==> config.mk <==
export PLATFORM = sky130hd
export DESIGN_NAME = grey_hex_color_inverter_flat
export DESIGN_NICKNAME = d
export VERILOG_FILES = /design/src/rtl/ghci_pkg.sv /design/src/rtl/ghci_ifs.sv /design/src/rtl/grey_hex_color_inverter.sv /design/src/flat_wrapper.sv
export SDC_FILE = /design/constraint.sdc
export NUM_CORES = 1
export LEC_CHECK = 0
export BUFFER_PORTS_ARGS = -buffer_cell sky130_fd_sc_hd__buf_2
export CORE_MARGIN = 2
export CORE_UTILIZATION = 50
export CTS_CLUSTER_DIAMETER = 120
export DETAILED_ROUTE_END_ITERATION = 7
export PLACE_DENSITY = 0.66
export SLEW_MARGIN = 20
export SYNTH_ARGS = -nofsm -noshare
export SYNTH_HDL_FRONTEND = slang
export SYNTH_SLANG_ARGS = --single-unit
==> constraint.sdc <==
create_clock -name clk -period 15.75 [get_ports clk]
set_clock_uncertainty 0.2 [all_clocks]
set_input_delay 3.15 -clock clk [delete_from_list [all_inputs] [get_ports clk]]
set_output_delay 3.15 -clock clk [all_outputs]
set_load 0.02 [all_outputs]
==> src/rtl/ghci_pkg.sv <==
// Shared constants, types and hex helpers for the grey hex color inverter.
`default_nettype none

package ghci_pkg;

	localparam int TEXT_W          = 8;
	localparam int MAX_HELD_DIGITS = 7;
	localparam int BURST_MAX       = MAX_HELD_DIGITS + 1;
	localparam int CNT_W           = $clog2(MAX_HELD_DIGITS + 1);
	localparam int LEN_W           = $clog2(BURST_MAX + 1);
	localparam int CFG_IDX_W       = 1;
	localparam int CFG_DATA_W      = 8;

	typedef logic [TEXT_W-1:0] text_t;

	// Configuration register indexes
	localparam logic [CFG_IDX_W-1:0] CFG_INVERT_ENABLE  = 1'd0;
	localparam logic [CFG_IDX_W-1:0] CFG_GREY_THRESHOLD = 1'd1;

	localparam logic [7:0] THRESHOLD_RESET = 8'd40;
	localparam logic [CNT_W-1:0] RUN_OVERFLOW = CNT_W'(MAX_HELD_DIGITS);

	// Characters of interest
	localparam text_t CHAR_HASH   = 8'h23;
	localparam text_t CHAR_DQUOTE = 8'h22;
	localparam text_t CHAR_SQUOTE = 8'h27;
	localparam text_t CHAR_COLON  = 8'h3a;
	localparam text_t CHAR_SPACE  = 8'h20;

	// Decode one hex digit of either case: bit 4 set means not a digit
	function automatic logic [4:0] hex_decode(input text_t c);
		logic [4:0] r;
		r = 5'h10;
		if (c >= 8'h30 && c <= 8'h39) begin
			r = {1'b0, 4'(c - 8'h30)};
		end else if (c >= 8'h61 && c <= 8'h66) begin
			r = {1'b0, 4'(c - 8'h57)};
		end else if (c >= 8'h41 && c <= 8'h46) begin
			r = {1'b0, 4'(c - 8'h37)};
		end
		return r;
	endfunction

	// Encode a nibble as a lowercase hex character
	function automatic text_t hex_char(input logic [3:0] v);
		text_t r;
		if (v < 4'd10) begin
			r = 8'h30 + {4'd0, v};
		end else begin
			r = 8'h57 + {4'd0, v};
		end
		return r;
	endfunction

endpackage

`default_nettype wire

==> src/rtl/ghci_ifs.sv <==
// Stream channel interfaces for the text input and the recolored output.
`default_nettype none

interface ghci_in_if;
	import ghci_pkg::*;
	logic  valid;
	logic  ready;
	text_t text_byte;
	logic  stream_end;
	modport source(output valid, output text_byte, output stream_end, input ready);
	modport sink(input valid, input text_byte, input stream_end, output ready);
endinterface

interface ghci_out_if;
	import ghci_pkg::*;
	logic  valid;
	logic  ready;
	text_t out_byte;
	logic  burst_last;
	logic  out_stream_end;
	modport source(output valid, output out_byte, output burst_last,
		output out_stream_end, input ready);
	modport sink(input valid, input out_byte, input burst_last,
		input out_stream_end, output ready);
endinterface

`default_nettype wire

==> src/rtl/grey_hex_color_inverter.sv <==
// Top level: filters a text stream and inverts near-grey hex colors.
// A byte passes the input register and then the burst buffer before it can transfer out.
// Throughput: one byte per cycle while out_ch.ready holds; a burst of result bytes drains
// from the burst buffer and holds the input register until its last byte is taken.
// Reset: arst_n clears control state, disables inversion and sets the threshold to 40.
// Held digit storage is not cleared; no clearing pass is needed.
`default_nettype none

module grey_hex_color_inverter (
	input  wire logic                          clk,
	input  wire logic                          arst_n,
	input  wire logic                          cfg_we,
	input  wire logic [ghci_pkg::CFG_IDX_W-1:0]  cfg_idx,
	input  wire logic [ghci_pkg::CFG_DATA_W-1:0] cfg_data,
	ghci_in_if.sink                            in_ch,
	ghci_out_if.source                         out_ch
);
	import ghci_pkg::*;

	// Configuration
	logic       enable_q;
	logic [7:0] thr_q;

	// Input register
	logic  valid_s1;
	text_t byte_s1;
	logic  end_s1;

	// Scan state
	text_t            prev_q;
	logic             open_q;
	logic [CNT_W-1:0] cnt_q;
	text_t            held_q [MAX_HELD_DIGITS];

	// Burst buffer
	logic             bvalid_q;
	logic [LEN_W-1:0] rem_q;
	logic             bend_q;
	text_t            buf_q [BURST_MAX];

	// Combinational results
	logic             out_fire, slot_free, go;
	logic             is_hex, release_run, opening, prev_ok, grey, do_inv, six, three;
	logic [4:0]       dec_in;
	logic [4:0]       dec [MAX_HELD_DIGITS];
	logic [3:0]       nib [MAX_HELD_DIGITS];
	text_t            dig [MAX_HELD_DIGITS];
	text_t            rel [MAX_HELD_DIGITS];
	logic [7:0]       ch [3];
	logic [7:0]       mx, mn;
	logic [CNT_W-1:0] n_eff;
	logic [LEN_W-1:0] len;
	text_t            bb [BURST_MAX];
	logic             open_d;
	logic [CNT_W-1:0] cnt_d;
	text_t            prev_d;

	// Write configuration registers
	always_ff @(posedge clk or negedge arst_n) begin
		if (!arst_n) begin
			enable_q <= 1'b0;
			thr_q    <= THRESHOLD_RESET;
		end else if (cfg_we) begin
			case (cfg_idx)
				CFG_INVERT_ENABLE:  enable_q <= cfg_data[0];
				CFG_GREY_THRESHOLD: thr_q    <= cfg_data[7:0];
				default: ;
			endcase
		end
	end

	// Handshake
	assign out_fire    = bvalid_q && out_ch.ready;
	assign slot_free   = !bvalid_q || (out_fire && rem_q == LEN_W'(1));
	assign go          = valid_s1 && slot_free;
	assign in_ch.ready = !valid_s1 || go;

	// Build the burst for the item in the input register
	always_comb begin
		dec_in = hex_decode(byte_s1);
		is_hex = !dec_in[4];
		for (int k = 0; k < MAX_HELD_DIGITS; k++) begin
			dig[k] = (is_hex && cnt_q == CNT_W'(k)) ? byte_s1 : held_q[k];
			dec[k] = hex_decode(dig[k]);
			nib[k] = dec[k][3:0];
		end
		n_eff = is_hex ? cnt_q + CNT_W'(1) : cnt_q;
		six   = (n_eff == CNT_W'(6));
		three = (n_eff == CNT_W'(3));
		for (int k = 0; k < 3; k++) begin
			ch[k] = six ? {nib[2*k], nib[2*k+1]} : {nib[k], nib[k]};
		end
		// spread of the three channels
		mx = ch[0];
		mn = ch[0];
		for (int k = 1; k < 3; k++) begin
			if (ch[k] > mx) mx = ch[k];
			if (ch[k] < mn) mn = ch[k];
		end
		grey   = (mx - mn) <= thr_q;
		do_inv = enable_q && (six || three) && grey;
		// inverted digit is 15 minus the digit in both color lengths
		for (int k = 0; k < MAX_HELD_DIGITS; k++) begin
			rel[k] = do_inv ? hex_char(~nib[k]) : dig[k];
		end
		prev_ok = (prev_q == CHAR_DQUOTE) || (prev_q == CHAR_SQUOTE) ||
			(prev_q == CHAR_COLON) || (prev_q == CHAR_SPACE);
		opening = !open_q && byte_s1 == CHAR_HASH && enable_q && !end_s1 && prev_ok;
		release_run = open_q && (!is_hex || n_eff == RUN_OVERFLOW || end_s1);

		for (int k = 0; k < BURST_MAX; k++) begin
			bb[k] = byte_s1;
		end
		len    = '0;
		open_d = open_q;
		cnt_d  = cnt_q;
		if (release_run) begin
			bb[0] = CHAR_HASH;
			for (int k = 1; k < BURST_MAX; k++) begin
				if (LEN_W'(k - 1) < LEN_W'(n_eff)) bb[k] = rel[k-1];
			end
			len    = LEN_W'(n_eff) + LEN_W'(1) + LEN_W'(!is_hex);
			open_d = 1'b0;
			cnt_d  = '0;
		end else if (open_q) begin
			cnt_d = n_eff;
		end else if (opening) begin
			open_d = 1'b1;
			cnt_d  = '0;
		end else begin
			len = LEN_W'(1);
		end
		prev_d = byte_s1;
		if (end_s1) begin
			prev_d = '0;
			open_d = 1'b0;
			cnt_d  = '0;
		end
	end

	// Advance the input register
	always_ff @(posedge clk or negedge arst_n) begin
		if (!arst_n) begin
			valid_s1 <= 1'b0;
		end else if (in_ch.ready) begin
			valid_s1 <= in_ch.valid;
		end
	end

	always_ff @(posedge clk) begin
		if (in_ch.valid && in_ch.ready) begin
			byte_s1 <= in_ch.text_byte;
			end_s1  <= in_ch.stream_end;
		end
	end

	// Update scan state
	always_ff @(posedge clk or negedge arst_n) begin
		if (!arst_n) begin
			prev_q <= '0;
			open_q <= 1'b0;
			cnt_q  <= '0;
		end else if (go) begin
			prev_q <= prev_d;
			open_q <= open_d;
			cnt_q  <= cnt_d;
		end
	end

	// Hold incoming digits
	always_ff @(posedge clk) begin
		if (go && open_q && is_hex && cnt_q < RUN_OVERFLOW) begin
			held_q[cnt_q[CNT_W-1:0]] <= byte_s1;
		end
	end

	// Load or drain the burst buffer
	always_ff @(posedge clk or negedge arst_n) begin
		if (!arst_n) begin
			bvalid_q <= 1'b0;
			rem_q    <= '0;
			bend_q   <= 1'b0;
		end else if (go && len != '0) begin
			bvalid_q <= 1'b1;
			rem_q    <= len;
			bend_q   <= end_s1;
		end else if (out_fire) begin
			rem_q <= rem_q - LEN_W'(1);
			if (rem_q == LEN_W'(1)) bvalid_q <= 1'b0;
		end
	end

	always_ff @(posedge clk) begin
		if (go && len != '0) begin
			for (int k = 0; k < BURST_MAX; k++) buf_q[k] <= bb[k];
		end else if (out_fire) begin
			for (int k = 0; k < BURST_MAX - 1; k++) buf_q[k] <= buf_q[k+1];
		end
	end

	// Drive the output channel
	assign out_ch.valid          = bvalid_q;
	assign out_ch.out_byte       = buf_q[0];
	assign out_ch.burst_last     = (rem_q == LEN_W'(1));
	assign out_ch.out_stream_end = (rem_q == LEN_W'(1)) && bend_q;

	// Checks
	a_rem_range: assert property (@(posedge clk) disable iff (!arst_n)
		bvalid_q |-> (rem_q != '0 && rem_q <= LEN_W'(BURST_MAX)))
		else $error("burst count out of range");
	a_closed_count: assert property (@(posedge clk) disable iff (!arst_n)
		!open_q |-> cnt_q == '0)
		else $error("digit count nonzero with no open color");
	a_open_count: assert property (@(posedge clk) disable iff (!arst_n)
		open_q |-> cnt_q < RUN_OVERFLOW)
		else $error("open color holds an overflowing run");
	a_end_flush: assert property (@(posedge clk) disable iff (!arst_n)
		(go && end_s1) |=> (!open_q && prev_q == '0))
		else $error("stream end left scan state behind");
	a_end_has_output: assert property (@(posedge clk) disable iff (!arst_n)
		(go && end_s1) |-> len != '0)
		else $error("stream end produced no output");

endmodule

`default_nettype wire
==> src/flat_wrapper.sv <==
// flat-port wrapper written by rule: the top's interface ports become plain ports
module grey_hex_color_inverter_flat import ghci_pkg::*;
  (clk, arst_n, cfg_we, cfg_idx, cfg_data, in_ch_valid, in_ch_text_byte, in_ch_stream_end, in_ch_ready, out_ch_valid, out_ch_out_byte, out_ch_burst_last, out_ch_out_stream_end, out_ch_ready);
  ghci_in_if in_ch_i ();
  ghci_out_if out_ch_i ();
  input  wire logic clk;
  input  wire logic arst_n;
  input  wire logic cfg_we;
  input  wire logic [ghci_pkg::CFG_IDX_W-1:0] cfg_idx;
  input  wire logic [ghci_pkg::CFG_DATA_W-1:0] cfg_data;
  input wire logic [$bits(in_ch_i.valid)-1:0] in_ch_valid;
  input wire logic [$bits(in_ch_i.text_byte)-1:0] in_ch_text_byte;
  input wire logic [$bits(in_ch_i.stream_end)-1:0] in_ch_stream_end;
  output wire logic [$bits(in_ch_i.ready)-1:0] in_ch_ready;
  output wire logic [$bits(out_ch_i.valid)-1:0] out_ch_valid;
  output wire logic [$bits(out_ch_i.out_byte)-1:0] out_ch_out_byte;
  output wire logic [$bits(out_ch_i.burst_last)-1:0] out_ch_burst_last;
  output wire logic [$bits(out_ch_i.out_stream_end)-1:0] out_ch_out_stream_end;
  input wire logic [$bits(out_ch_i.ready)-1:0] out_ch_ready;
  assign in_ch_i.valid = in_ch_valid;
  assign in_ch_i.text_byte = in_ch_text_byte;
  assign in_ch_i.stream_end = in_ch_stream_end;
  assign in_ch_ready = in_ch_i.ready;
  assign out_ch_valid = out_ch_i.valid;
  assign out_ch_out_byte = out_ch_i.out_byte;
  assign out_ch_burst_last = out_ch_i.burst_last;
  assign out_ch_out_stream_end = out_ch_i.out_stream_end;
  assign out_ch_i.ready = out_ch_ready;
  grey_hex_color_inverter u_core (.clk(clk), .arst_n(arst_n), .cfg_we(cfg_we), .cfg_idx(cfg_idx), .cfg_data(cfg_data), .in_ch(in_ch_i), .out_ch(out_ch_i));
endmodule
== Word level (Yosys, flattened, before mapping) ==
Memories as Yosys holds them, arrays and structs flattened.
Index checks and enable logic that the tools add are counted.
Storage, ports and cells
  output and inout port bits: 12
  word-level logic and storage cells: 315
  bits of input ports: 23
  memories: 2
  register bits: 37
  memory bits (writable): 120
Memories
  u_core.buf_q: words 8, bits a word 8, read ports 8, clocked after memory_dff 0, wr ports 8, RTL line grey_hex_color_inverter.sv:39  | text_t buf_q [BURST_MAX];
  u_core.held_q: words 7, bits a word 8, read ports 7, clocked after memory_dff 0, wr ports 1, RTL line grey_hex_color_inverter.sv:33  | text_t held_q [MAX_HELD_DIGITS];
Operators by class
  add/sub/neg operators: 43
  bitwise operators: 15
  equal/unequal tests: 15
  order comparisons: 68
  mux-type cells: 92
  reductions and logical operators: 69
Operator list (number)
  $mux 8: 42
  $ge 8x7->1 const B: 16
  $le 8x7->1 const B: 16
  $mux 4: 26
  $ge 8x6->1 const B: 8
  $le 8x6->1 const B: 8
  $mux 64: 1
  $sub 4x3->4 const B: 16
  $add 7x4->8 const A: 7
  $add 6x4->7 const A: 7
  $logic_and 1x1->1: 47
  $eq 8x6->1 const B: 5
  $sub 4x1->4 const B: 9
  $lt 4x4->1 const B: 7
  $not 4->4: 7
  $gt 8x8->1: 2
  $lt 8x8->1: 2
  $eq 3x3->1 const B: 5
  $mux 1: 15
  $mux 3: 5
  $mux 5: 3
  $eq 3x2->1 const B: 3
  $lt 3x3->1 const A: 3
  $le 8x8->1: 1
  17 further kinds: 41

== Longest topological paths before layout ==
Gate-level depths: netlist (run 1).
  depth after elaboration: 25
  depth in mapped cells: 55
  depth with buffers taken out: 53

== Least setup slack after synthesis (run 1) ==
OpenSTA, ideal clock, no wires.
  path type: reg-to-reg
  from: reg u_core.byte_s1[4]
  to: mem u_core.buf_q[1][18] in the netlist's numbering (data pin)
  period minus slack after synthesis: 10.032 ns
  data required time: 15.289 ns
  setup slack: 5.718 ns
  library setup time: 0.261 ns
  stages on the path, launching flop included: 47
  data arrival time: 9.571 ns
  path buffers: 7
  cells stage by stage: edfxtp_1 > buf_4 > and4bb_2 > a31o_4 > buf_2 > nand3_1 > buf_2 > mux2i_1 > ha_1 > nor2_1 > a2111o_1 > mux2_4 > nor2_1 > nand2_1 > o21ai_0 > inv_1 > ha_1 > nor2b_1 > (+11 left out) > buf_6 > mux2_4 > fa_1 > a21o_1 > a21oi_1 > o21bai_1 > a21oi_1 > xnor2_1 > ha_1 > a21o_1 > a21oi_1 > nand2b_1 > o21ai_0 > o2111a_1 > clkbuf_1 > buf_1 > o21ai_0 > a221o_1
RTL lines
  from (decl): RTL line grey_hex_color_inverter.sv:26  | text_t byte_s1;
  from (signal assigned): RTL line grey_hex_color_inverter.sv:152  | byte_s1 <= in_ch.text_byte;
  to (decl): RTL line grey_hex_color_inverter.sv:39

==> impl_metrics.tcl, run 1 <==
set metrics [dict create \
    power.share.clock_pct 24.8 \
    async_flop_share_pct 17.83 \
    grt_max_degree 70 \
    num-nets-final 1381 \
    area_growth_syn_to_layout_pct 8.508 \
    final_min_period_over_clock_period_pct 75.31 \
    most_common_cell_in_the_netlist "sky130_fd_sc_hd__nand2_1" \
    ys_top_cells_by_count "sky130_fd_sc_hd__nand2_1, sky130_fd_sc_hd__edfxtp_1, sky130_fd_sc_hd__a21oi_1" \
    yosysWarningCount 0 \
    total_count_of_max_transition_violations_in_the_final_report 0 \
    max_freq_ghz 0.08430 \
    yosys_most_used_dff "sky130_fd_sc_hd__edfxtp_1" \
    worst_r2r_endpoint "u_core.buf_q[1][19]" \
    dp.final_hpwl_mm 25.45 \
    maxCapViolCount 0 \
    syn_area_per_cell_sq_um 9.151 \
    cts-buffers-inserted 17 \
    cp.required_ps 15740 \
    finalSetupViolations 0 \
    vdd.ir_drop.worst_mv 0.1106 \
    critPathMostFrequentCell "sky130_fd_sc_hd__a21oi_1" \
    yosys-top-cells-area "sky130_fd_sc_hd__edfxtp_1, sky130_fd_sc_hd__ha_1, sky130_fd_sc_hd__dfrtp_1" \
    share_comb_of_total_power_pct 35.8 \
    ys_ff_latch 157 \
    die_width_microns 157.3 \
    timing.critical_path.to "u_core.buf_q[1][19]" \
    hold_violations 0 \
    grt_pass1_vias 9518 \
    crit_buf_inv 5 \
    clock_tree.htree_level_count 4 \
    fp-row-count 56 \
    slowest_delay_ps 610 \
    floorplan_die_area_sq_um 24740 \
    grt_first_pass_wirelength_mm 55.97 \
    power_switching_share_pct 38.63 \
    sequential_fraction_of_the_synthesis_area_pct 38.95 \
    rr_worst_depth 48 \
    rrSetupSlack_ps 3890 \
    detailedRoute.firstPassIterationCount 6 \
    cts_num_sinks 157 \
    postCtsSetupBuffers 0 \
    floorplan.core_area_sq_um 23260 \
    mappedNetlistArea_sq_um 11750 \
    final_period_demand_of_the_worst_path_ps 11860 \
    cts.root.buffer_cell "sky130_fd_sc_hd__clkbuf_16" \
    number_of_flops_mapped_to_enable_cells_by_yosys 129 \
    insertion_delay_ps 440 \
    tightest_slew_ps 1053 \
    grt_setup_unrepaired "false" \
    worstSetupEndpointType "register" \
    gp_routability_congestion 0.9458 \
    synthDominantAreaCellType "sky130_fd_sc_hd__edfxtp_1" \
    cp_top_family "compound AO/OA/AOI/OAI gates" \
    antenna_found_initial 1 \
    route.detailed.wl_per_inst_microns 22.33 \
    cp_num_cells 48 \
    power_report.internal_total_mw 1.017 \
    power-per-cell-area_nw_per_um2 129.9 \
    ctsHoldBuffers 0 \
    reg2reg_from "u_core.byte_s1[1]" \
    setup_tns_ps 0 \
    maxSlewHeadroom_pct 29.53 \
    cts.reportedPaths.clkPinSlew_ps 80 \
    detailroute.via_count 10180 \
    clock_tree.buffer_depth 2 \
    vias_per_cell 6.308 \
    syn-instance-count 1284 \
    design_power_total_mw 1.657 \
    synth_fp_nets 1384 \
    antenna_cells 0 \
    port-buffer-count 34 \
    layout-drive-gt1-share_pct 11.98 \
    static_leakage_nw 5.006 \
    synth_top_area_share_pct 32.97 \
    cpMaxStageDelayCell "sky130_fd_sc_hd__a2111o_1" \
    global_route.usage.total_pct 29.90 \
    ant_nets 0 \
    total_switching_power_mw 0.6401 \
    crit_type "reg -> reg" \
    grt_remaining_overflow 0 \
    die_h_microns 157.3 \
    floorplan.io_pins 35 \
    cp_data_arrival_time_ps 11850 \
    sequentialPowerShare_pct 39.4 \
    synth.lib_cells_used.distinct 88 \
    drc 0 \
    outcome "finished, final reports clean" \
    tritoncts "built" \
    crit_fanout 51 \
    drtIter0Drc 1323 \
    wirelength_mm 36.02 \
    post_cts.resized_instances 0 \
    startpoint "u_core.byte_s1[1]" \
    worstSetupStartpointType "register" \
    starting_density_pct 50.51 \
    hold_path_class "reg -> reg" \
]
## power by group through the flow
stage	clock (mW)	sequential [mW]	combinational (mW)
after CTS	0.415	0.652	0.589
after floorplan	0	0.651	0.425
after global placement	0	0.659	0.581
after detailed placement	0	0.660	0.587
after global routing	0.426	0.663	0.658
final	0.411	0.653	0.593
## kinds of logic after synthesis
family / count (synthesis) / synth area share, %
compound gates: 386 / 21.37
buf+inv: 142 / 5.069
flops: 157 / 38.95
xor+xnor: 26 / 1.938
mux: 76 / 6.953
simple gates: 420 / 17.45
fa+ha+maj: 77 / 8.263
## per-stage QoR
step	setup WS (ps)	utilization, %	instances	hold WS (ps)	area [sq um]
after floorplan	5718	-	1284	229.9	11750
after global placement	4398	52.31	1581	243.4	12170
after detailed placement	4106	52.31	1581	250.8	12170
after CTS	4080	54.79	1613	267.9	12740
after global routing	3113	54.81	1613	301.0	12750
final	3888	54.81	1613	266.6	12750
## placed cells by master (no fill, tap or decap), drive strengths merged, types with 15 or more instances in the layout
master  netlist  final
nand2b       15     15
nor2         98     98
ha           76     76
o21ai        96     96
a211oi       22     22
edfxtp      129    129
clkbuf       52     17
nand3        39     39
dfrtp        26     26
mux2         30     30
a21oi       108    108
a21o         16     16
nand4        15     15
inv          64     72
nor3         24     24
buf          26     56
o211ai       18     18
xnor2        18     18
mux2i        46     46
nand2       148    148
## state kept, by name, indices dropped and copies added (netlist names), 3 cells and up
signal          cells
u_core.buf_q       64
u_core.held_q      56
u_core.byte_s1      8
u_core.prev_q       8
u_core.thr_q        8
u_core.rem_q        4
u_core.cnt_q        3
## final cells by class
type                            instances  area (sq um)
Clock buffer                           17         425.4
Clock inverter                         15         151.4
Fill cell                            2138         10510
Inverter                               64         240.2
Multi-Input combinational cell        985          6621
Sequential cell                       157          4577
Tap cell                              319         399.1
Timing Repair Buffer                   56         335.3
## tightest hold or removal path: cells and delay by family (launching register included)
kind             cells  cell delay, ps
DFF                  1             340
and+or+nand+nor      2             100
## routing by layer
layer,vias up,GRT usage [%],routed length (microns)
li1,4748,-,-
met1,4838,42.70,15740
met2,516,45.19,15760
met3,73,6.911,3427
met4,0,9.048,1089
met5,-,0,0
## worst min path at each step
stage               depth (start not counted)        startpoint          endpoint  slack, ps
floorplan                                   2  u_core.prev_q[5]  u_core.prev_q[5]        230
global placement                            2  u_core.prev_q[5]  u_core.prev_q[5]        240
detailed placement                          2  u_core.prev_q[5]  u_core.prev_q[5]        250
CTS                                         2  u_core.prev_q[5]  u_core.prev_q[5]        270
global route                                2  u_core.prev_q[1]  u_core.prev_q[1]        300
finish                                      2  u_core.prev_q[5]  u_core.prev_q[5]        270
Power figures use the tool's default switching activity.
==> run 2: changes to the inputs <==
--- a/config.mk
+++ b/config.mk
@@ -5,12 +5,13 @@
 export SDC_FILE = /design/constraint.sdc
 export NUM_CORES = 1
 export LEC_CHECK = 0
+export ABC_AREA = 1
 export BUFFER_PORTS_ARGS = -buffer_cell sky130_fd_sc_hd__buf_2
 export CORE_MARGIN = 2
 export CORE_UTILIZATION = 50
 export CTS_CLUSTER_DIAMETER = 120
 export DETAILED_ROUTE_END_ITERATION = 7
-export PLACE_DENSITY = 0.66
+export PLACE_DENSITY = 0.69
 export SLEW_MARGIN = 20
 export SYNTH_ARGS = -nofsm -noshare
 export SYNTH_HDL_FRONTEND = slang
==> constraint.sdc (replaced) <==
create_clock -name clk -period 9.9 [get_ports clk]
set_clock_uncertainty 0.2 [all_clocks]
set_input_delay 1.98 -clock clk [delete_from_list [all_inputs] [get_ports clk]]
set_output_delay 1.98 -clock clk [all_outputs]
set_load 0.02 [all_outputs]
==> run 2 against run 1 <==
Compared with the run above:
- sequential power grew 62%
- hold slack improved by 22 ps
- combinational power grew to 3.1 times the previous value
- global-route usage shrank 2.9 points
- flip-flop and latch count is the same
- fmax is 29% higher
- synthesized cell count increased by 11%
- clock power increased by 64%
- first-iteration DRC count fell by 26%
- critical endpoint is now u_core.buf_q[1][16]
==> impl_metrics.tcl, run 2 <==
set metrics [dict create \
    antenna_found_initial 0 \
    async_flop_share_pct 17.83 \
    crit_buf_inv 11 \
    dpl-instance-area_sq_um 11800 \
    number_of_flops_mapped_to_enable_cells_by_yosys 129 \
    worstSetupStartpointType "register" \
    antenna_cells 0 \
    ant_nets 0 \
    clock_tree.htree_level_count 4 \
    cts.root.buffer_cell "sky130_fd_sc_hd__clkbuf_16" \
    worstSetupEndpointType "register" \
    hold_violations 0 \
    synthDominantAreaCellType "sky130_fd_sc_hd__edfxtp_1" \
    final_core_util_pct 58.50 \
    insertion_delay_ps 450 \
    power_switching_share_pct 44.18 \
    tightest_slew_ps 1143 \
    sequentialPowerShare_pct 29.8 \
    rrSetupSlack_ps 730 \
    most-common-layout-cells "sky130_fd_sc_hd__nand2_1, sky130_fd_sc_hd__inv_1, sky130_fd_sc_hd__edfxtp_1, sky130_fd_sc_hd__o21ai_0, sky130_fd_sc_hd__nor2_1" \
    largest_register_ff_count 64 \
    dp.final_hpwl_mm 23.09 \
    holdWs_ps 288.7 \
    share_comb_of_total_power_pct 51.3 \
    die_width_microns 154.2 \
    total_switching_power_mw 1.568 \
    setup_tns_ps 0 \
    cp.required_ps 9870 \
    layout-drive-gt1-share_pct 15.61 \
    drc 0 \
    reg2reg_from "u_core.byte_s1[7]" \
    critPathMostFrequentCell "sky130_fd_sc_hd__nand2_1" \
    max_freq_ghz 0.1091 \
    cts-buffers-inserted 17 \
    maxCapViolCount 0 \
    wirelength_mm 32.52 \
    syn_area_per_cell_sq_um 7.900 \
    yosys-top-cells-area "sky130_fd_sc_hd__edfxtp_1, sky130_fd_sc_hd__nand2_1, sky130_fd_sc_hd__ha_1" \
    cts.reportedPaths.clkPinSlew_ps 70 \
    grt_first_pass_wirelength_mm 49.79 \
    synth_top_area_share_pct 34.34 \
    nFillCells 1938 \
    clock_tree.buffer_depth 2 \
    sequential_fraction_of_the_synthesis_area_pct 40.57 \
    grt_max_degree 62 \
    finalSetupViolations 0 \
    floorplan_die_area_sq_um 23780 \
    die_h_microns 154.2 \
    port-buffer-count 34 \
    starting_density_pct 51.37 \
    ys_ff_latch 157 \
    fin_area_sq_um 12850 \
    design_power_total_mw 3.549 \
    static_leakage_nw 5.915 \
    vdd.ir_drop.worst_mv 0.1652 \
    tritoncts "built" \
    slowest_delay_ps 410 \
    route.detailed.wl_per_inst_microns 18.15 \
    hold_path_class "reg -> reg" \
    cp_data_arrival_time_ps 9140 \
    mappedNetlistArea_sq_um 11280 \
    cp_top_family "simple AND/OR/NAND/NOR gates" \
    grt_remaining_overflow 0 \
    worstHoldEndpoint "u_core.thr_q[3]" \
    floorplan.core_area_sq_um 21960 \
    num-nets-final 1599 \
    startpoint "u_core.byte_s1[7]" \
    ctsHoldBuffers 0 \
    synth.lib_cells_used.distinct 52 \
    hold_path.startpoint "u_core.thr_q[3]" \
    yosysWarningCount 0 \
    syn-instance-count 1428 \
    total_count_of_max_transition_violations_in_the_final_report 0 \
    outcome "finished, final reports clean" \
    fp-row-count 54 \
    cts_num_sinks 157 \
    yosys_most_used_dff "sky130_fd_sc_hd__edfxtp_1" \
    crit_type "reg -> reg" \
    gp_routability_congestion 0.9218 \
    final_min_period_over_clock_period_pct 92.61 \
    crit_fanout 27 \
    power_report.internal_total_mw 1.981 \
    power.share.clock_pct 18.9 \
    detailedRoute.firstPassIterationCount 5 \
    most_common_cell_in_the_netlist "sky130_fd_sc_hd__nand2_1" \
    maxSlewHeadroom_pct 23.22 \
    synth_fp_nets 1528 \
    grt_pass1_vias 9342 \
    rr_worst_depth 61 \
    floorplan.io_pins 35 \
    detailroute.via_count 10320 \
    global_route.usage.total_pct 27.00 \
    drtIter0Drc 984 \
    vias_per_cell 5.760 \
    power-per-cell-area_nw_per_um2 276.3 \
    min_delay_path_depth 2 \
    cpMaxStageDelayCell "sky130_fd_sc_hd__edfxtp_1" \
    final_common_cell "sky130_fd_sc_hd__nand2_1" \
    area_growth_syn_to_layout_pct 13.88 \
    worst_r2r_endpoint "u_core.buf_q[1][16]" \
    final_period_demand_of_the_worst_path_ps 9169 \
    regMostFlops "u_core.buf_q" \
    ys_top_cells_by_count "sky130_fd_sc_hd__nand2_1, sky130_fd_sc_hd__inv_1, sky130_fd_sc_hd__edfxtp_1, sky130_fd_sc_hd__o21ai_0, sky130_fd_sc_hd__nor2_1" \
]
-- run 2: cell families (layout without fill, tap and decap cells) --
| family | count (synthesis) | count (layout) | synth area share (%) |
|---|---|---|---|
| AOI/OAI and AO/OA | 340 | 340 | 17.29 |
| xor gates and xnor gates | 20 | 20 | 1.553 |
| adders and majority gates | 77 | 77 | 8.607 |
| buffers and inverters | 249 | 331 | 9.461 |
| DFF | 157 | 157 | 40.57 |
| and+or+nand+nor | 585 | 587 | 22.52 |
-- run 2: power by group through the flow --
| stage | registers [mW] | logic [mW] | clock network (mW) |
|---|---|---|---|
| 3_3_place_gp | 1.06 | 1.63 | 0 |
| 3_5_place_dp | 1.07 | 1.65 | 0 |
| 4_1_cts | 1.05 | 1.68 | 0.674 |
| 5_1_grt | 1.07 | 2.06 | 0.702 |
| 6_report | 1.06 | 1.82 | 0.672 |
| 2_1_floorplan | 1.06 | 1.24 | 0 |
-- run 2: worst register-to-register path, delay by kind of cell (launching register included) --
kind | cells | cell delay (ps)
AND/OR/NAND/NOR | 31 | 3180
AO/OA/AOI/OAI | 14 | 2170
buffers and inverters | 11 | 1480
adder cells (fa/ha/maj) | 5 | 1450
flip-flops | 1 | 410
-- run 2: metrics by stage --
stage | cells | setup WS (ps)
CTS | 1760 | 76.09
detailed placement | 1728 | -339.4
global route | 1792 | -21.90
floorplan | 1428 | 625.5
global placement | 1728 | -206.7
finish | 1792 | 731.5
-- run 2: final cells by class --
| class | count | area (sq um) | area share [%] |
|---|---|---|---|
| Multi-Input combinational cell | 1024 | 5836 | 45.43 |
| Sequential cell | 157 | 4577 | 35.63 |
| Inverter | 194 | 739.5 | 5.756 |
| Timing Repair Buffer | 105 | 737.0 | 5.737 |
| Clock buffer | 17 | 425.4 | 3.312 |
| Tap cell | 280 | 350.3 | 2.727 |
| Clock inverter | 15 | 181.4 | 1.412 |
-- run 2: routing by layer --
metal / part of all wire, % / GRT usage [%] / vias up
met3: 9.0 / 4.623 / 49
li1: - / - / 4987
met5: 0 / 0 / -
met1: 43 / 37.91 / 4794
met4: 2.2 / 8.411 / 0
met2: 46 / 42.88 / 492
-- run 2: repair_timing --
action	CTS	global route
gates resized for setup	5	46
setup buffers	0	29
endpoints found under the setup margin	50	52
gates cloned	0	3
pin swaps	0	16
hold endpoints to repair	0	0
-- run 2: how the worst max path moves through the flow --
stage | slack, ps | depth (start not counted) | endpoint
final | 730 | 61 | u_core.buf_q[1][16]
after global routing | -20 | 62 | u_core.buf_q[0][25]
after CTS | 80 | 58 | u_core.buf_q[1][4]
after detailed placement | -340 | 59 | u_core.buf_q[1][4]
after global placement | -210 | 59 | u_core.buf_q[1][4]
after floorplan | 630 | 63 | u_core.buf_q[1][19]
